## config.mk

```make
export PLATFORM = sky130hd
export DESIGN_NAME = wss_ctrl
export DESIGN_NICKNAME = d
export VERILOG_FILES = /design/src/rtl/wss_pkg.sv /design/src/rtl/wss_ctrl.sv
export SDC_FILE = /design/constraint.sdc
export NUM_CORES = 1
export LEC_CHECK = 0
export ABC_AREA = 1
export BUFFER_PORTS_ARGS = -buffer_cell sky130_fd_sc_hd__buf_2
export CAP_MARGIN = 20
export CORE_UTILIZATION = 30
export DETAILED_ROUTE_END_ITERATION = 8
export GPL_ROUTABILITY_DRIVEN = 0
export GPL_TIMING_DRIVEN = 0
export SYNTH_ARGS = -nofsm -noshare
export SYNTH_HDL_FRONTEND = slang
export SYNTH_SLANG_ARGS = --single-unit
```

## constraint.sdc

```tcl
create_clock -name clk_i -period 1.6 [get_ports clk_i]
set_clock_uncertainty 0.05 [all_clocks]
set_input_delay 0.08 -clock clk_i [delete_from_list [all_inputs] [get_ports clk_i]]
set_output_delay 0.08 -clock clk_i [all_outputs]
set_load 0.005 [all_outputs]
```

## src/rtl/wss_pkg.sv

```systemverilog
// Shared types, constants and tables for the waypoint steering block.
`timescale 1ns / 1ps
`default_nettype none
package wss_pkg;

  localparam int MaxWaypoints = 256;
  localparam int CoordWidth   = 32;
  localparam int AngleWidth   = 16;
  localparam int CordicSteps  = 16;
  localparam int StepW        = 4;

  localparam logic [1:0] KIND_WRITE = 2'd0;
  localparam logic [1:0] KIND_START = 2'd1;
  localparam logic [1:0] KIND_TICK  = 2'd2;

  localparam logic [1:0] REG_COUNT = 2'd0;
  localparam logic [1:0] REG_PROX  = 2'd1;
  localparam logic [1:0] REG_STEP  = 2'd2;
  localparam logic [1:0] REG_GAIN  = 2'd3;

  localparam logic signed [34:0] CordicK30 = 35'sd652032874;

  // atan(2^-i) in 2^32-per-turn units
  function automatic logic [31:0] arc_of(input logic [StepW-1:0] i);
    logic [31:0] r;
    begin
      case (i)
        4'd0:  r = 32'd536870912;
        4'd1:  r = 32'd316933406;
        4'd2:  r = 32'd167458907;
        4'd3:  r = 32'd85004756;
        4'd4:  r = 32'd42667331;
        4'd5:  r = 32'd21354465;
        4'd6:  r = 32'd10679838;
        4'd7:  r = 32'd5340245;
        4'd8:  r = 32'd2670163;
        4'd9:  r = 32'd1335087;
        4'd10: r = 32'd667544;
        4'd11: r = 32'd333772;
        4'd12: r = 32'd166886;
        4'd13: r = 32'd83443;
        4'd14: r = 32'd41722;
        default: r = 32'd20861;
      endcase
      return r;
    end
  endfunction

  // Commands from the controller to the datapath
  typedef struct packed {
    logic load;      // capture input beat
    logic wr_tab;    // store waypoint
    logic rd_tab;    // read target waypoint
    logic start;     // place point on waypoint 0
    logic rd_zero;   // read waypoint 0
    logic prep;      // compute deltas, reach test, init bearing CORDIC
    logic vec_step;  // one vectoring iteration
    logic steer;     // error times gain
    logic rot_init;  // update heading, init rotation CORDIC
    logic rot_step;  // one rotation iteration
    logic mul;       // step times sin/cos
    logic move;      // update position
    logic quiet;     // result with zero turn and no reach
  } wss_cmd_t;

  typedef struct packed {
    logic [1:0] kind;
    logic       iter_last;
  } wss_sts_t;

  typedef enum logic [11:0] {
    ST_IDLE  = 12'b000000000001,
    ST_RD    = 12'b000000000010,
    ST_PREP  = 12'b000000000100,
    ST_VEC   = 12'b000000001000,
    ST_STEER = 12'b000000010000,
    ST_ROTI  = 12'b000000100000,
    ST_ROT   = 12'b000001000000,
    ST_MUL   = 12'b000010000000,
    ST_MOVE  = 12'b000100000000,
    ST_OUT   = 12'b001000000000,
    ST_START = 12'b010000000000,
    ST_QUIET = 12'b100000000000
  } wss_state_e;

endpackage
`default_nettype wire

```

## src/rtl/wss_ctrl.sv

```systemverilog
// Sequencer for one item: table access, two CORDIC runs, scaling, move.
`timescale 1ns / 1ps
`default_nettype none
module wss_ctrl (
  input  wire logic              clk_i,
  input  wire logic              rst_ni,
  input  wire logic              in_valid_i,
  output logic                   in_ready_o,
  input  wire logic              out_busy_i,
  output logic                   out_push_o,
  input  wire wss_pkg::wss_sts_t sts_i,
  output wss_pkg::wss_cmd_t      cmd_o
);

  wss_pkg::wss_state_e state_q, state_d;

  assign in_ready_o = (state_q == wss_pkg::ST_IDLE);

  always_comb begin
    state_d    = state_q;
    cmd_o      = '0;
    out_push_o = 1'b0;
    case (state_q)
      wss_pkg::ST_IDLE: begin
        if (in_valid_i) begin
          cmd_o.load = 1'b1;
          state_d    = wss_pkg::ST_RD;
        end
      end
      wss_pkg::ST_RD: begin
        case (sts_i.kind)
          wss_pkg::KIND_WRITE: begin
            cmd_o.wr_tab = 1'b1;
            state_d      = wss_pkg::ST_QUIET;
          end
          wss_pkg::KIND_START: begin
            cmd_o.rd_zero = 1'b1;
            state_d       = wss_pkg::ST_START;
          end
          wss_pkg::KIND_TICK: begin
            cmd_o.rd_tab = 1'b1;
            state_d      = wss_pkg::ST_PREP;
          end
          default: state_d = wss_pkg::ST_QUIET;
        endcase
      end
      wss_pkg::ST_START: begin
        cmd_o.start = 1'b1;
        state_d     = wss_pkg::ST_OUT;
      end
      wss_pkg::ST_QUIET: begin
        cmd_o.quiet = 1'b1;
        state_d     = wss_pkg::ST_OUT;
      end
      wss_pkg::ST_PREP: begin
        cmd_o.prep = 1'b1;
        state_d    = wss_pkg::ST_VEC;
      end
      wss_pkg::ST_VEC: begin
        cmd_o.vec_step = 1'b1;
        if (sts_i.iter_last) state_d = wss_pkg::ST_STEER;
      end
      wss_pkg::ST_STEER: begin
        cmd_o.steer = 1'b1;
        state_d     = wss_pkg::ST_ROTI;
      end
      wss_pkg::ST_ROTI: begin
        cmd_o.rot_init = 1'b1;
        state_d        = wss_pkg::ST_ROT;
      end
      wss_pkg::ST_ROT: begin
        cmd_o.rot_step = 1'b1;
        if (sts_i.iter_last) state_d = wss_pkg::ST_MUL;
      end
      wss_pkg::ST_MUL: begin
        cmd_o.mul = 1'b1;
        state_d   = wss_pkg::ST_MOVE;
      end
      wss_pkg::ST_MOVE: begin
        cmd_o.move = 1'b1;
        state_d    = wss_pkg::ST_OUT;
      end
      wss_pkg::ST_OUT: begin
        // hold until the output register is free
        if (!out_busy_i) begin
          out_push_o = 1'b1;
          state_d    = wss_pkg::ST_IDLE;
        end
      end
      default: state_d = wss_pkg::ST_IDLE;
    endcase
  end

  always_ff @(posedge clk_i or negedge rst_ni) begin
    if (!rst_ni) begin
      state_q <= wss_pkg::ST_IDLE;
    end else begin
      state_q <= state_d;
    end
  end

`ifndef ASSERT_OFF
  a_onehot: assert property (@(posedge clk_i) disable iff (!rst_ni) $onehot(state_q))
    else $error("state not one-hot");
  a_push_out: assert property (@(posedge clk_i) disable iff (!rst_ni)
    out_push_o |-> state_q == wss_pkg::ST_OUT)
    else $error("push outside output state");
  a_back_idle: assert property (@(posedge clk_i) disable iff (!rst_ni)
    out_push_o |=> in_ready_o)
    else $error("no return to idle after push");
`endif

endmodule
`default_nettype wire

```

# --- After elaboration in Yosys (flattened, before gate mapping) ---
# Index checks and enable logic that the tools add are counted.
totals:
  reg_bits: 12
  input_bits: 7
classes:
  n_mux: 24
  eq_ne: 18
  reduce_logical: 3
ops:
  columns: ["operator", "n"]
  rows:
  - ["12-bit one-hot mux with 10 select lines", 1]
  - ["12-bit 2-to-1 mux", 4]
  - ["12-bit one-hot mux with 2 select lines", 1]
  - ["1-bit 2-to-1 mux", 17]
  - ["12-bit by 1-bit == test with 1-bit output, second input constant", 1]
  - ["12-bit by 10-bit == test with 1-bit output, second input constant", 1]
  - ["12-bit by 11-bit == test with 1-bit output, second input constant", 1]
  - ["12-bit == test, second input constant", 1]
  - ["12-bit by 2-bit == test with 1-bit output, second input constant", 1]
  - ["12-bit by 3-bit == test with 1-bit output, second input constant", 1]
  - ["12-bit by 4-bit == test with 1-bit output, second input constant", 1]
  - ["12-bit by 5-bit == test with 1-bit output, second input constant", 1]
  - ["12-bit by 6-bit == test with 1-bit output, second input constant", 1]
  - ["12-bit by 7-bit == test with 1-bit output, second input constant", 1]
  - ["12-bit by 8-bit == test with 1-bit output, second input constant", 1]
  - ["12-bit by 9-bit == test with 1-bit output, second input constant", 1]
  - ["2-bit != test, second input constant", 4]
  - ["4-bit AND reduction", 1]
  - ["3-bit OR reduction", 1]
  - ["2-bit by 1-bit == test with 1-bit output, second input constant", 1]
  - ["2-bit == test, second input constant", 1]
  - ["2-bit logical NOT", 1]
  - ["2-bit 2-to-1 mux", 1]

# --- Longest topological paths before layout ---
# Gate-level depths: netlist of run 1.
depth:
  depth_word: 3
  depth_mapped: 8
  mapped_depth_nobuf: 8

# --- Worst setup path after synthesis of run 1 ---
# Ideal clock, no wire load.
synth_path:
  kind: "register -> register"
  startpoint: "reg state_q[0]"
  endpoint: "reg state_q[0]"
  setup_slack_ps: 270
  required_time_ps: 1489
  path_buffers: 0
  stages_incl_launch_ff: 9
  period_less_slack_ps: 1330
  setup_ps: 61
  arrival_ps: 1220
  path_cell_list: "dfstp_2 nor2_2 nand2_1 nor2_2 nand3_1 nand2_1 a21oi_4 nand3_1 nand2_1"
synth_via:
  elab_chain_cells: 3
  elab_cells_between_ends: 19
  classes_between: "eq/ne (16); mux (1); reduce/logical (2)"
synth_lines:
  columns: ["item", "line", "source"]
  rows:
  - ["start: declaration", "wss_ctrl.sv:15", "wss_pkg::wss_state_e state_q, state_d;"]
  - ["start signal: assignment", "wss_ctrl.sv:96", "state_q <= wss_pkg::ST_IDLE;"]
  - ["start signal: assignment", "wss_ctrl.sv:98", "state_q <= state_d;"]
  - ["12-bit by 9-bit == test with 1-bit output, or another cell as far along", "wss_ctrl.sv:23", "case (state_q)"]
  - ["3-bit OR reduction (no source line) or 2-bit != test (tied branches)", null, null]
  - ["12-bit one-hot mux with 10 select lines or 4-bit AND reduction (tied branches)", null, null]
# Parallel ways exist; a longest one is shown, timed or not.
# A chain may end at the register's enable or synchronous reset.

==> key figures, run 1 <==
Outcome
  – Status: completed

Finish
  – Most flops, register: state_q
  – Biggest regs: state_q: 12 flops
  – Utilization after layout: 42.6%
  – # diodes: 0
  – Design area: ~1200 um2
  – Max reg flops: 12
  – Total Nets Final: ~170
  – Layout cells sized above 1: 41.6%
  – Area growth syn-to-layout: 35.2%

Timing
  – RSZ-0062 raised after global routing: true
  – Final hold vios: 0
  – Fin. max-slew vios: 0
  – Setup violators final: 0
  – Period utilization: 99.2%
  – Slew headroom: around 82%
  – Least-Margin Pin Slew: 0.264 ns
  – FMAX: 630 MHz
  – Final setup margin: roughly 0.012 ns
  – Post-layout min period: roughly 1.6 ns
  – Total negative slack: 0 ns

Yosys
  – Post-synthesis mux area share: 0%
  – Mapped cell area: 868 um2
  – Yosys reg bits: 12
  – XOR/XNOR share of the synthesized area: 0%
  – Synth Area in Adders: 5.76%
  – Largest family of logic cells by synthesized area: simple AND/OR/NAND/NOR gates
  – Syn. warnings: 0
  – Register area share after synthesis: 34.7%
  – Synth Area in Compound Gates: between 5 and 6%
  – Synth cell types: 21
  – Syn_area_per_cell: 7.18 um2
  – Synth Area in Simple Gates: approximately two fifths
  – Post-Syn Nets: around 130
  – Cells after Synth: 121

Critical path
  – CP peak stage delay: 0.41 ns
  – Critical path capture point type: output pin
  – Setup CP Type: reg -> out
  – RR Startpoint: state_q[7]
  – Data required time at the worst endpoint: roughly 1.5 ns
  – Worst-path fanout max: 4
  – Cell chain of the critical path: nor2_2, nand2_2, nor2_4, inv_2, nor4_2, buf_2
  – Crit path launch type: flip-flop
  – CP max stage cell: dfrtp_1
  – WP data arrival: around 1.5 ns
  – Delay-heaviest family, CP: simple AND/OR/NAND/NOR gates
  – Worst path bufs/invs: 2
  – Critical Path Source: state_q[7]

Clock network
  – Clock tree buffer depth: 2
  – TritonCTS clock tree: yes
  – Number of buffers created by CTS: 3
  – Clock root cell: clkbuf_4
  – Htree depth: 1
  – Clock latency on the worst-skew pair: approximately 0.28 ns
  – Clock sinks: 12
  – Clk slew on worst S/H paths: 0.08 ns

Placed design
  – Dpl ws: 0.0982 ns
  – Placed Area: 1010 um2
  – Port-buffer cells: 21
  – Detail Placement HPWL: around 1.4 mm

Drt
  – Antenna Nets Post-Route: 0
  – 1st-pass router iterations: 4
  – Via density: between 4 and 5
  – Initial drt markers: 12
  – Drt wl/cell: 9.64 um
  – Routed wire length: 1.78 mm
  – Vias: roughly 830
  – DRC: 0

Power and ir drop
  – Power, Total: 1.31 mW
  – Peak supply drop: 0.000945 V
  – Lkg Pwr: 0.702 nW
  – Pwr Density: about 1100 nW/um2

Hold path
  – Hold WC Path Type: in -> reg
  – Hold Startpoint: out_busy_i

Floorplan
  – Initial Util: 31.5%
  – Core area: 2760 um2
  – Die height: 55.8 um
  – Die Wd: approximately 56 um
  – Die area: 3110 um2
  – Cell row count: 19
  – I/O pin cnt: 22

GRT
  – Global-route wire length before repair: 3.02 mm
  – Vias in the first global route: 748
  – Total track usage: roughly an eighth
  – Global route overflow: 0
  – Pin count of the biggest net entering global routing: 13
  – Antenna violations before repair: 0

Flow run
  – Max-Cap Viols: 0
[cell type report]
type,count,area (um2)
Clock buffer,4,36.3
Fill cell,289,1580
Inverter,32,120
Multi-Input combinational cell,77,505
Sequential cell,12,303
Tap cell,31,38.8
Timing Repair Buffer,29,170
[metrics by stage]
stage | hold WS, ns | instances
6_report | 0.0897 | 185
5_1_grt | 0.0867 | 185
4_1_cts | 0.0939 | 182
3_5_place_dp | -0.0739 | 173
3_3_place_gp | -0.0789 | 173
2_1_floorplan | -0.266 | 121
[cell families (layout without fill, tap and decap cells)]
kind of cell,count (synthesis),in the layout
and+or+nand+nor,67,67
DFF,12,12
adders and majority gates,4,4
AOI/OAI and AO/OA,6,6
buffers and inverters,32,65
[power breakdown]
part	internal (mW)	leakage, nW	switching, mW
clock	0.138	0.0210	0.106
combinational	0.255	0.520	0.418
sequential	0.355	0.161	0.0348
total	0.748	0.702	0.558
[path summary, 6_finish.rpt]
check	to	slack [ns]	depth (start not counted)
setup / recovery	cmd_o[0]	0.01	6
hold reg to reg	state_q[3]	0.53	2
min in group asynchronous	state_q[5]	0.16	2
setup reg to reg	state_q[1]	0.10	9
max in group asynchronous	state_q[0]	1.06	2
hold / removal	state_q[9]	0.09	3
[cells in the final DEF (no fill, tap or decap)]
master	count
inv_2	4
dlygate4sd3_1	2
o21ai_1	1
dfrtp_2	1
o21ai_0	3
nand4_1	1
nor4_2	3
nor2_2	5
nor3_2	1
buf_2	21
clkbuf_4	3
clkbuf_8	1
nand2_1	13
nand2_4	4
nand3_2	1
nand2_2	6
inv_1	28
nand3_1	4
nor3_1	7
ha_1	4
buf_4	6
dfstp_2	1
a21oi_4	1
dfrtp_1	10
nor2_1	17
nor2_8	1
o21ai_2	1
nor2_4	4
[routing by layer]
| layer | part of all wire [%] | track usage, % | vias up |
|---|---|---|---|
| li1 | - | - | 432 |
| met4 | 1.4 | 5.71 | 0 |
| met1 | 46 | 15.0 | 376 |
| met5 | 0 | 0 | - |
| met2 | 48 | 21.0 | 20 |
| met3 | 4.0 | 2.09 | 4 |
[timing repair]
action                                  in CTS  in global routing
pin swaps                                    3                  2
endpoints found under the setup margin       8                 13
gates resized for setup                      8                 10
hold buffers                                 2                  0
hold endpoints to repair                    13                  0
cloned                                       0                  0
buffers inserted                             3                  3
[tightest hold or removal path: stages]
cell and delay [ns]:
buf_2 0.11, nand3_1 0.13, nand2_1 0.06
[cells in the mapped netlist, drive strengths merged]
cell	number	share of area [%]
a21oi	1	1.9
dfrtp	11	32
dfstp	1	3.0
ha	4	5.8
inv	32	14
nand2	23	13
nand3	5	3.5
nand4	1	0.72
nor2	27	16
nor3	8	4.6
nor4	3	2.2
o21ai	5	3.3
Note: power is estimated with default switching activity, not from simulation.
==> inputs of run 2 (changes only) <==
--- a/config.mk
+++ b/config.mk
@@ -12,6 +12,7 @@
 export DETAILED_ROUTE_END_ITERATION = 8
 export GPL_ROUTABILITY_DRIVEN = 0
 export GPL_TIMING_DRIVEN = 0
+export PLACE_DENSITY = 0.47
 export SYNTH_ARGS = -nofsm -noshare
 export SYNTH_HDL_FRONTEND = slang
 export SYNTH_SLANG_ARGS = --single-unit
==> run 2 against run 1 <==
Combinational power rose by 27%. Critical endpoint is now cmd_o[9]. Highest routed layer unchanged. Critical path depth rose by 1. Critical path type unchanged. Core utilization rose by 3.8 points. Count of clock-buffer cells in the layout did not move. Global-route usage rose by 0.22 points. Non-clock buffer count rose by 5. Via count rose by 4.0%. Sequential cell count did not move. Sequential share of layout area fell by 2.0 points. Final area rose by 9.0%.
==> key figures, run 2 (synthesis gave the netlist of run 1 again) <==
Finish
  – Max reg flops: 12
  – Area growth syn-to-layout: 47.3%
  – Layout cells sized above 1: 48.4%
  – Design area: 1280 um2
  – Most frequent cells in the layout: inv_1, buf_2, nor2_1
  – # diodes: 0
  – Multi-input gate area: 558 um2
  – Filler cells: 282
  – Biggest regs: state_q: 12 flops
  – Final cell count without fillers: 190
  – Most common cell after layout, fill and taps aside: inv_1
  – Seq. cell area: 304 um2
  – Most flops, register: state_q
  – Utilization after layout: 46.4%
  – Total Nets Final: around 170

GRT
  – Antenna violations before repair: 0
  – Pin count of the biggest net entering global routing: 13
  – Total track usage: 12.5%
  – Global route overflow: 0
  – Vias in the first global route: 733
  – Global-route wire length before repair: about 3.1 mm

Placed design
  – Placed Area: about 1000 um2
  – Port-buffer cells: 21
  – Placed cell count: ~170
  – Dpl ws: 0.0744 ns
  – Detail Placement HPWL: 1.35 mm

Timing
  – RSZ-0062 raised after global routing: true
  – Least-Margin Pin Slew: roughly 0.29 ns
  – Post-layout min period: approximately 1.6 ns
  – Final hold vios: 0
  – Setup violators final: 0
  – Period utilization: 97.9%
  – Final setup margin: 0.0336 ns
  – FMAX: 638 MHz
  – Total negative slack: 0 ns
  – Slew headroom: 80.8%
  – Fin. max-slew vios: 0
  – Hold Slack: 0.112 ns

Floorplan
  – Die height: 55.8 um
  – I/O pin cnt: 22
  – Die area: 3110 um2
  – Initial Util: 31.5%
  – Core area: 2760 um2
  – Cell row count: 19
  – Die Wd: 55.8 um

Clock network
  – Clock sinks: 12
  – Clock latency on the worst-skew pair: approximately 0.27 ns
  – Clock root cell: clkbuf_4
  – Htree depth: 1
  – TritonCTS clock tree: yes
  – Clock tree buffer depth: 2
  – Clk slew on worst S/H paths: 0.08 ns
  – Number of buffers created by CTS: 3

Drt
  – 1st-pass router iterations: 4
  – Vias: 865
  – Metal2 WL: 954 um
  – Routed wire length: 1.91 mm
  – DR top layer: met4
  – Initial drt markers: 37
  – Met3 WL: 117 um
  – Wire length on met1: 831 um
  – Via density: approximately 4.6
  – DRC: 0
  – Antenna Nets Post-Route: 0
  – Drt wl/cell: 10.1 um

Critical path
  – Crit path launch type: flip-flop
  – Critical path capture point type: output pin
  – WP data arrival: 1.44 ns
  – Worst-path fanout max: 3
  – Data required time at the worst endpoint: 1.47 ns
  – Setup CP Type: reg -> out

Power and ir drop
  – Peak supply drop: 0.000799 V
  – Lkg Pwr: 0.736 nW
  – Power, Total: between 1 and 1.5 mW
  – Pwr Density: 1170 nW/um2

Hold path
  – Hold WC Path Type: in -> reg

Outcome
  – Status: completed

Flow run
  – Max-Cap Viols: 0
-- run 2: cell types whose count changed in the layout (fill, tap and decap cells not counted), moves of 2 or more --
| cell | before | now |
|---|---|---|
| buf_4 | 6 | 9 |
| buf_6 | 0 | 3 |
| nand2_2 | 6 | 4 |
| nand2_4 | 4 | 7 |
| nor2_1 | 17 | 13 |
| nor2_4 | 4 | 8 |
-- run 2: power by group --
group | internal (mW) | leakage [nW] | switching (mW) | total [mW]
combinational | 0.366 | 0.556 | 0.488 | 0.854
sequential | 0.356 | 0.159 | 0.0442 | 0.400
clock | 0.138 | 0.0210 | 0.101 | 0.239
total | 0.860 | 0.736 | 0.633 | 1.49
-- run 2: cell type report --
class,instances,share of cell area [%]
multi-input cells,77,43.6
flip-flops and latches,12,23.8
repair buffers,34,17.3
inverters,32,9.39
well taps,31,3.03
clock buffers,4,2.84
-- run 2: timing repair --
| item | in CTS | in global routing |
|---|---|---|
| hold buffers | 2 | 0 |
| hold endpoints to repair | 13 | 0 |
| setup buffers | 4 | 7 |
| endpoints found under the setup margin | 9 | 19 |
| gates resized for setup | 9 | 27 |
| pin swaps | 2 | 7 |
-- run 2: critical path, stage by stage, from the launching register on --
cell and delay, ns:
dfrtp_1 0.44, nor2_4 0.13, nand2_4 0.09, nor2_4 0.13, buf_6 0.11, nand4_1 0.09
inv_1 0.06, buf_2 0.10
-- run 2: layer usage --
| metal | track usage (%) | vias to the layer above |
|---|---|---|
| met5 | 0 | - |
| met4 | 2.14 | 0 |
| met3 | 4.19 | 2 |
| met2 | 20.0 | 23 |
| met1 | 16.6 | 396 |
| li1 | - | 444 |
-- run 2: worst paths after layout --
kind	from	end	slack, ns	depth (start not counted)
setup / recovery	state_q[4]	cmd_o[9]	0.03	7
hold / removal	out_busy_i	state_q[9]	0.11	3
setup reg to reg	state_q[4]	state_q[0]	0.10	10
hold reg to reg	state_q[3]	state_q[3]	0.55	2
max in group asynchronous	rst_ni	state_q[0]	1.07	2
min in group asynchronous	rst_ni	state_q[6]	0.16	2
